$ cat src/hdl/bmsi_pkg.sv
// Shared types and constants for the banked mapper with scanline interrupt.
package bmsi_pkg;

  localparam int IN_DATA_W  = 40;
  localparam int OUT_DATA_W = 16;
  localparam int KIND_W     = 2;
  localparam int CFG_IDX_W  = 2;
  localparam int CFG_DATA_W = 9;
  localparam int NUM_BEATS  = 12;
  localparam int NUM_PRG    = 4;
  localparam int BEAT_IDX_W = 4;

  localparam logic [CFG_IDX_W-1:0] CFG_PRG_BANK_COUNT  = 2'd0;
  localparam logic [CFG_IDX_W-1:0] CFG_CHR_ROM_PRESENT = 2'd1;
  localparam logic [CFG_IDX_W-1:0] CFG_FOUR_SCREEN     = 2'd2;

  localparam logic [KIND_W-1:0] KIND_PRG  = 2'd0;
  localparam logic [KIND_W-1:0] KIND_CHR  = 2'd1;
  localparam logic [KIND_W-1:0] KIND_TICK = 2'd2;

  localparam logic [15:0] ADDR_DECODE_MASK = 16'hE001;
  localparam logic [15:0] REG_BANK_SELECT  = 16'h8000;
  localparam logic [15:0] REG_BANK_DATA    = 16'h8001;
  localparam logic [15:0] REG_MIRRORING    = 16'hA000;
  localparam logic [15:0] REG_PRG_RAM      = 16'hA001;
  localparam logic [15:0] REG_IRQ_COUNT    = 16'hC000;
  localparam logic [15:0] REG_IRQ_RELOAD   = 16'hC001;
  localparam logic [15:0] REG_IRQ_DISABLE  = 16'hE000;
  localparam logic [15:0] REG_IRQ_ENABLE   = 16'hE001;

  localparam logic [2:0] SEL_PAIR_LOW   = 3'd0;
  localparam logic [2:0] SEL_PAIR_HIGH  = 3'd1;
  localparam logic [2:0] SEL_SINGLE_0   = 3'd2;
  localparam logic [2:0] SEL_SINGLE_1   = 3'd3;
  localparam logic [2:0] SEL_SINGLE_2   = 3'd4;
  localparam logic [2:0] SEL_SINGLE_3   = 3'd5;
  localparam logic [2:0] SEL_PRG_FIRST  = 3'd6;
  localparam logic [2:0] SEL_PRG_SECOND = 3'd7;

  localparam logic [7:0] PAIR_EVEN_MASK = 8'hFE;
  localparam logic [9:0] VISIBLE_LINES  = 10'd240;

  localparam logic [8:0] RESET_PRG_BANK_COUNT = 9'd32;

  typedef struct packed {
    logic                  tick;
    logic                  fired;
    logic                  ram;
    logic                  mirror;
    logic [NUM_BEATS-1:0][7:0] banks;
  } job_t;

endpackage

$ cat src/hdl/bmsi_regs.sv
// Mapper register file, bus write decode, IRQ counter and snapshot job register.
module bmsi_regs
  import bmsi_pkg::*;
(
  input  logic                  clk,
  input  logic                  rst,
  input  logic                  cfg_we,
  input  logic [CFG_IDX_W-1:0]  cfg_index,
  input  logic [CFG_DATA_W-1:0] cfg_data,
  input  logic                  accept,
  input  logic                  operation,
  input  logic [15:0]           address,
  input  logic [7:0]            data,
  input  logic [9:0]            scanline,
  input  logic                  render_enabled,
  input  logic                  job_ready,
  output logic                  job_valid,
  output job_t                  job
);

  logic [8:0] prg_bank_count;
  logic       chr_rom_present;
  logic       four_screen;

  logic [7:0]      command, command_next;
  logic [7:0]      chr_pair_low, chr_pair_low_next;
  logic [7:0]      chr_pair_high, chr_pair_high_next;
  logic [3:0][7:0] chr_single_banks, chr_single_banks_next;
  logic [7:0]      prg_first, prg_first_next;
  logic [7:0]      prg_second, prg_second_next;
  logic [7:0]      irq_count, irq_count_next;
  logic [7:0]      irq_reload, irq_reload_next;
  logic            irq_on, irq_on_next;
  logic            mirror_state, mirror_state_next;
  logic            fired;
  logic [8:0]      count_m2, count_m1;
  logic [7:0]      pair_low_odd, pair_high_odd;
  job_t            job_next;

  always_comb begin
    command_next          = command;
    chr_pair_low_next     = chr_pair_low;
    chr_pair_high_next    = chr_pair_high;
    chr_single_banks_next = chr_single_banks;
    prg_first_next        = prg_first;
    prg_second_next       = prg_second;
    irq_count_next        = irq_count;
    irq_reload_next       = irq_reload;
    irq_on_next           = irq_on;
    mirror_state_next     = mirror_state;
    fired                 = 1'b0;
    if (operation) begin
      if (irq_on && (scanline < VISIBLE_LINES) && render_enabled) begin
        if (irq_count == 8'd0) begin
          irq_count_next = irq_reload;
          fired          = 1'b1;
        end else begin
          irq_count_next = irq_count - 8'd1;
        end
      end
    end else if (address[15]) begin
      case (address & ADDR_DECODE_MASK)
        REG_BANK_SELECT: command_next = data;
        REG_BANK_DATA: begin
          case (command[2:0])
            SEL_PAIR_LOW:   chr_pair_low_next = data & PAIR_EVEN_MASK;
            SEL_PAIR_HIGH:  chr_pair_high_next = data & PAIR_EVEN_MASK;
            SEL_SINGLE_0:   chr_single_banks_next[0] = data;
            SEL_SINGLE_1:   chr_single_banks_next[1] = data;
            SEL_SINGLE_2:   chr_single_banks_next[2] = data;
            SEL_SINGLE_3:   chr_single_banks_next[3] = data;
            SEL_PRG_FIRST:  prg_first_next = data;
            SEL_PRG_SECOND: prg_second_next = data;
            default:        prg_second_next = data;
          endcase
        end
        REG_MIRRORING: begin
          if (!four_screen) begin
            mirror_state_next = data[0];
          end
        end
        REG_PRG_RAM:     irq_on_next = irq_on;
        REG_IRQ_COUNT:   irq_count_next = data;
        REG_IRQ_RELOAD:  irq_reload_next = data;
        REG_IRQ_DISABLE: irq_on_next = 1'b0;
        REG_IRQ_ENABLE:  irq_on_next = 1'b1;
        default:         irq_on_next = irq_on;
      endcase
    end
  end

  assign count_m2      = prg_bank_count - 9'd2;
  assign count_m1      = prg_bank_count - 9'd1;
  assign pair_low_odd  = chr_pair_low_next + 8'd1;
  assign pair_high_odd = chr_pair_high_next + 8'd1;

  always_comb begin
    job_next.tick   = operation;
    job_next.fired  = fired;
    job_next.ram    = ~chr_rom_present;
    job_next.mirror = mirror_state_next;
    job_next.banks[0] = command_next[6] ? count_m2[7:0] : prg_first_next;
    job_next.banks[1] = prg_second_next;
    job_next.banks[2] = command_next[6] ? prg_first_next : count_m2[7:0];
    job_next.banks[3] = count_m1[7:0];
    if (command_next[7]) begin
      job_next.banks[7:4]  = chr_single_banks_next;
      job_next.banks[8]    = chr_pair_low_next;
      job_next.banks[9]    = pair_low_odd;
      job_next.banks[10]   = chr_pair_high_next;
      job_next.banks[11]   = pair_high_odd;
    end else begin
      job_next.banks[4]    = chr_pair_low_next;
      job_next.banks[5]    = pair_low_odd;
      job_next.banks[6]    = chr_pair_high_next;
      job_next.banks[7]    = pair_high_odd;
      job_next.banks[11:8] = chr_single_banks_next;
    end
  end

  always_ff @(posedge clk) begin
    if (rst) begin
      prg_bank_count   <= RESET_PRG_BANK_COUNT;
      chr_rom_present  <= 1'b1;
      four_screen      <= 1'b0;
      command          <= 8'd0;
      chr_pair_low     <= 8'd0;
      chr_pair_high    <= 8'd2;
      chr_single_banks <= {8'd7, 8'd6, 8'd5, 8'd4};
      prg_first        <= 8'd0;
      prg_second       <= 8'd1;
      irq_count        <= 8'd0;
      irq_reload       <= 8'd0;
      irq_on           <= 1'b0;
      mirror_state     <= 1'b0;
      job_valid        <= 1'b0;
    end else begin
      if (cfg_we) begin
        case (cfg_index)
          CFG_PRG_BANK_COUNT:  prg_bank_count <= cfg_data;
          CFG_CHR_ROM_PRESENT: chr_rom_present <= cfg_data[0];
          CFG_FOUR_SCREEN:     four_screen <= cfg_data[0];
          default:             four_screen <= four_screen;
        endcase
      end
      if (accept) begin
        command          <= command_next;
        chr_pair_low     <= chr_pair_low_next;
        chr_pair_high    <= chr_pair_high_next;
        chr_single_banks <= chr_single_banks_next;
        prg_first        <= prg_first_next;
        prg_second       <= prg_second_next;
        irq_count        <= irq_count_next;
        irq_reload       <= irq_reload_next;
        irq_on           <= irq_on_next;
        mirror_state     <= mirror_state_next;
        job_valid        <= 1'b1;
      end else if (job_ready) begin
        job_valid <= 1'b0;
      end
    end
  end

  always_ff @(posedge clk) begin
    if (accept) begin
      job <= job_next;
    end
  end

endmodule

$ cat src/hdl/bmsi_emit.sv
// Result sequencer: holds the active job and walks its beats onto the output.
module bmsi_emit
  import bmsi_pkg::*;
(
  input  logic                  clk,
  input  logic                  rst,
  input  logic                  job_valid,
  input  job_t                  job,
  output logic                  job_ready,
  output logic                  m_tvalid,
  input  logic                  m_tready,
  output logic [OUT_DATA_W-1:0] m_tdata,
  output logic [KIND_W-1:0]     m_tuser,
  output logic                  m_tlast
);

  job_t                  act;
  logic                  act_valid;
  logic [BEAT_IDX_W-1:0] idx;
  logic                  beat_done;
  logic                  is_prg;
  logic [2:0]            slot;
  logic [7:0]            bank;
  logic                  uses_ram;
  logic                  irq;

  assign is_prg    = (idx < BEAT_IDX_W'(NUM_PRG));
  assign m_tlast   = act.tick || (idx == BEAT_IDX_W'(NUM_BEATS - 1));
  assign beat_done = act_valid && m_tready && m_tlast;
  assign job_ready = !act_valid || beat_done;

  always_comb begin
    if (act.tick) begin
      m_tuser  = KIND_TICK;
      slot     = 3'd0;
      bank     = 8'd0;
      uses_ram = 1'b0;
      irq      = act.fired;
    end else begin
      m_tuser  = is_prg ? KIND_PRG : KIND_CHR;
      slot     = is_prg ? idx[2:0] : 3'(idx - BEAT_IDX_W'(NUM_PRG));
      bank     = act.banks[idx];
      uses_ram = !is_prg && act.ram;
      irq      = 1'b0;
    end
  end

  assign m_tvalid = act_valid;
  assign m_tdata  = {2'b00, irq, act.mirror, uses_ram, bank, slot};

  always_ff @(posedge clk) begin
    if (rst) begin
      act_valid <= 1'b0;
      idx       <= '0;
    end else if (job_ready) begin
      act_valid <= job_valid;
      idx       <= '0;
    end else if (m_tready) begin
      idx <= idx + BEAT_IDX_W'(1);
    end
  end

  always_ff @(posedge clk) begin
    if (job_ready && job_valid) begin
      act <= job;
    end
  end

endmodule

$ cat src/hdl/banked_mapper_with_scanline_irq_top.sv
// Top level of the banked mapper with scanline interrupt counter.
// A bus write beat updates the mapper registers on acceptance and yields twelve
// output beats (four 8K program windows, then eight 1K picture windows, tlast on
// the last); a scanline tick beat yields one beat carrying the irq flag. Output
// runs at one beat per cycle from the result sequencer while m_tready is high; a
// second input beat is held in the job register while the current run drains,
// and input is taken in every cycle that register is free.
module banked_mapper_with_scanline_irq_top
  import bmsi_pkg::*;
(
  input  logic                  clk,
  input  logic                  rst,
  input  logic                  cfg_we,
  input  logic [CFG_IDX_W-1:0]  cfg_index,
  input  logic [CFG_DATA_W-1:0] cfg_data,
  input  logic                  s_tvalid,
  output logic                  s_tready,
  // address[15:0], data[23:16], scanline[33:24], render_enabled[34], zero fill
  input  logic [IN_DATA_W-1:0]  s_tdata,
  // operation[0]
  input  logic                  s_tuser,
  output logic                  m_tvalid,
  input  logic                  m_tready,
  // slot[2:0], bank[10:3], uses_ram[11], mirror_horizontal[12], irq[13], zero fill
  output logic [OUT_DATA_W-1:0] m_tdata,
  // kind[1:0]
  output logic [KIND_W-1:0]     m_tuser,
  output logic                  m_tlast
);

  logic job_valid;
  logic job_ready;
  job_t job;
  logic accept;

  assign s_tready = !job_valid || job_ready;
  assign accept   = s_tvalid && s_tready;

  bmsi_regs u_regs (
    .clk            (clk),
    .rst            (rst),
    .cfg_we         (cfg_we),
    .cfg_index      (cfg_index),
    .cfg_data       (cfg_data),
    .accept         (accept),
    .operation      (s_tuser),
    .address        (s_tdata[15:0]),
    .data           (s_tdata[23:16]),
    .scanline       (s_tdata[33:24]),
    .render_enabled (s_tdata[34]),
    .job_ready      (job_ready),
    .job_valid      (job_valid),
    .job            (job)
  );

  bmsi_emit u_emit (
    .clk       (clk),
    .rst       (rst),
    .job_valid (job_valid),
    .job       (job),
    .job_ready (job_ready),
    .m_tvalid  (m_tvalid),
    .m_tready  (m_tready),
    .m_tdata   (m_tdata),
    .m_tuser   (m_tuser),
    .m_tlast   (m_tlast)
  );

endmodule

$ cat config.mk
export PLATFORM = sky130hd
export DESIGN_NAME = banked_mapper_with_scanline_irq_top
export DESIGN_NICKNAME = d
export VERILOG_FILES = /design/src/hdl/bmsi_pkg.sv /design/src/hdl/bmsi_regs.sv /design/src/hdl/bmsi_emit.sv /design/src/hdl/banked_mapper_with_scanline_irq_top.sv
export SDC_FILE = /design/constraint.sdc
export NUM_CORES = 1
export LEC_CHECK = 0
export ABC_AREA = 0
export BUFFER_PORTS_ARGS = -buffer_cell sky130_fd_sc_hd__buf_4
export CAP_MARGIN = 10
export CORE_UTILIZATION = 55
export DETAILED_ROUTE_END_ITERATION = 7
export HOLD_SLACK_MARGIN = 0.15
export PLACE_DENSITY = 0.77
export SYNTH_ARGS = -nofsm -noshare
export SYNTH_HDL_FRONTEND = slang
export SYNTH_SLANG_ARGS = --single-unit
$ cat constraint.sdc
create_clock -name clk -period 3.3 [get_ports clk]
set_input_delay 0.165 -clock clk [delete_from_list [all_inputs] [get_ports clk]]
set_output_delay 0.165 -clock clk [all_outputs]
set_load 0.02 [all_outputs]
==> results.toml <==
[place]
io_buffer_count = 53
place.gp.congestion = 0.888
place_hpwl_um = 20100

[clock_network]
cts_tree = "done"
cts_sinks = 303
clkLatencyLatePin_ns = 0.56
cts_hold_buf = 34
clk_pin_slew_ns = 0.06
post_cts.repair.setup_buffers = 0
root_buffer = "clkbuf_16"
cts_made_buffers = 30
htreeDepth = 1
ctsLongestPathBuffers = 3
post_cts_resized = 0

[route]
drt_iter0_markers = 778
dr_total_vias = 8805
drc = 0
wire_per_inst_um = 20.8
ant_nets = 0
detailedRoute.firstPassIterationCount = 5
routed_wl_um = 30800
vias_per_cell = 5.94

[synth]
async_reset_ff_share_pct = 0
ys_ff_latch = 303
synth_area_um2 = 13500
yosysSeqAreaShare_pct = 59.9
synth_edf_count = 200
avgSynthCellArea_um2 = 12.6
ys_types = 73
syn_inst = 1071
yosysWarnings = 0
synth_flop_cell = "edfxtp_1"

[timing]
fin_crit_sh_pct = 88.0
holdWs_ns = 0.171
drv_slew = 0
fin_skew_ns = 0.0137
fmax_mhz = 344
rsz0062_at_grt = "false"
finalSetupViolCount = 0
fin_tns_setup_ns = 0
finalHoldViolCount = 0
tightest_slew_ns = 0.929
relSlewSlack_pct = 37.7
layout_min_cycle_time_ns = 2.90

[global_route]
grt_busiest_layer = "met2"
grt_pass1_vias = 8366
grt_overflow_total = 0
grt_max_degree = 101
grt_pass1_wl_um = 47800
met1_usage_pct = 36.5
use_met2_pct = 40.7
antenna_found_initial = 0
use_met3_pct = 3.97
track_usage_pct = 25.6

[power_and_ir_drop]
power_density_nw_per_um2 = 532
power_leakage_nw = 5.51
vdd_drop_max_v = 0.000335
finalPower_mw = 8.25

[die]
fp.dieArea_um2 = 25100
die_y_um = 159
die_x_um = 159
io_pins = 78
rows = 56
initial_utilization_pct = 56.7
core-area_um2 = 23800

[run_status]
status = "finished, final reports clean"

[final_layout]
multiInputGateArea_um2 = 5030
ff_latch_area_um2 = 8070
area_delta_synth_final_pct = 15.0
fillers = 1744
drive_above_1_share_pct = 16.9
antenna_cells = 0
nets = 1205

[worst_setup_path]
cp_top_family = "simple AND/OR/NAND/NOR gates"
required_ns = 3.57
crit_slowest_cell = "nor4_2"
critPathArrivalTime_ns = 3.18
crit_chain = "nor4_2 -> nand2_1 -> mux2_2 -> ha_1 -> and3_1 -> xnor2_1 -> mux2i_1 -> nand2_1 -> o21ai_0"
crit_type = "flip-flop to flip-flop"
cp-end-kind = "flip-flop"
slowest_delay_ns = 0.44
path_common_cell = "nand2_1"
worstPathMaxFanout = 11
worstSetupStartpointType = "flip-flop"
crit_buf_inv = 0

[min_path]
hold_class = "input pin to flip-flop"

[run]
cap_violations = 0
flip-flops by register name, indices dropped and copies added, names as in the netlist:
signal,count
u_emit.act,99
u_emit.idx,4
u_emit.m_tdata,1
u_emit.m_tvalid,1
u_regs.chr_pair_high,8
u_regs.chr_pair_low,8
u_regs.chr_rom_present,1
u_regs.chr_single_banks,32
u_regs.command,5
u_regs.four_screen,1
u_regs.irq_count,8
u_regs.irq_on,1
u_regs.irq_reload,8
u_regs.job,100
u_regs.job_valid,1
u_regs.mirror_state,1
u_regs.prg_bank_count,8
u_regs.prg_first,8
u_regs.prg_second,8
path summary, 6_finish.rpt:
check                    start                       end  slack [ns]  depth (start not counted)
max reg2reg  u_regs.command[0]            u_regs.job[76]        0.40                          9
min reg2reg     u_regs.job[47]            u_emit.act[47]        0.41                          0
max          u_regs.command[0]            u_regs.job[76]        0.40                          9
min                        rst  u_regs.prg_bank_count[7]        0.17                          2
cell type report:
class / count / area share (%)
Sequential cell: 303 / 52.0
Tap cell: 319 / 2.57
Inverter: 16 / 0.404
Clock inverter: 22 / 1.38
Clock buffer: 34 / 5.08
Timing Repair Buffer: 109 / 6.07
Multi-Input combinational cell: 680 / 32.5
per-layer routing:
layer / vias up / routed length (um)
met5: - / 0
met4: 0 / 678
met3: 41 / 2300
met2: 332 / 14200
met1: 4331 / 13700
li1: 4101 / -
Yosys cell counts, types with 10 or more instances:
master    number  share of area (%)
clkbuf_1      34               0.95
mux4_2        24                4.0
o211ai_1      10               0.56
mux2_2        12                1.0
nand2_1       57                1.6
dfxtp_1      103                 15
nor2b_1       13               0.60
a221o_1       17                1.3
nand3_1       27                1.0
mux2i_1      116                8.6
edfxtp_1     200                 45
nand2b_1      10               0.46
xnor2_1       21                1.4
xor2_1        10               0.65
inv_1         12               0.33
o221a_2       10               0.84
a21oi_1       60                2.2
buf_2         20               0.74
buf_4         10               0.56
nor2_1       127                3.5
and2_1        14               0.65
o21ai_0       29                1.1
nor3_1        13               0.48
stage by stage:
step                      cell area, um2  util [%]  worst slack [ns]  std cells
after CTS                          15500      65.3             0.378       1483
after global routing               15500      65.3             0.158       1483
final                              15500      65.3             0.397       1483
after floorplan                    13500         -             0.494       1072
after detailed placement           14200      59.6             0.497       1393
after global placement             14200      59.6             0.533       1393
power by group:
part           internal, mW  leakage, nW  switching, mW  total (mW)
Sequential             4.21         2.72         0.0580        4.27
Clock                  2.02        0.473           1.42        3.43
Combinational         0.207         2.32          0.337       0.544
worst reg2reg max path, delay by kind of cell (launching register included):
kind	cells	cell delay (ns)
AND/OR/NAND/NOR	4	1.16
multiplexers	2	0.52
flip-flops	1	0.42
adder cells (fa/ha/maj)	1	0.26
XOR/XNOR	1	0.19
AO/OA/AOI/OAI	1	0.09
cell families (layout without fill, tap and decap cells):
| kind of cell | after synthesis | after routing | synth area share [%] |
|---|---|---|---|
| mux | 154 | 154 | 13.9 |
| fa+ha+maj | 8 | 8 | 0.743 |
| flops | 303 | 303 | 59.9 |
| compound gates | 157 | 157 | 7.85 |
| xor+xnor | 31 | 31 | 2.01 |
| other cells | 1 | 2 | 0.0278 |
| simple gates | 328 | 328 | 12.6 |
| buf+inv | 89 | 181 | 3.00 |
placed cells by master (no fill, tap or decap), drive strengths merged, types with 3 or more instances in the layout:
cell,n
nor2,131
dlygate4sd3,34
and2,14
nand2,58
xor2,10
and4,3
or2,7
nor3b,9
ha,8
a211oi,6
nor3,16
buf,75
a311oi,4
nand3b,4
nor4,3
inv,14
nor4b,4
mux4,24
clkinv,15
xnor2,21
o211ai,10
edfxtp,200
nand2b,10
a21oi,62
or3,6
nor2b,13
clkinvlp,5
dfxtp,103
o21ai,29
bufinv,4
clkbuf,34
mux2,13
a211o,7
nand4,7
mux2i,117
nand3,27
a221o,17
and3,7
o221a,11
No activity file was read; power rests on OpenSTA's default activity.
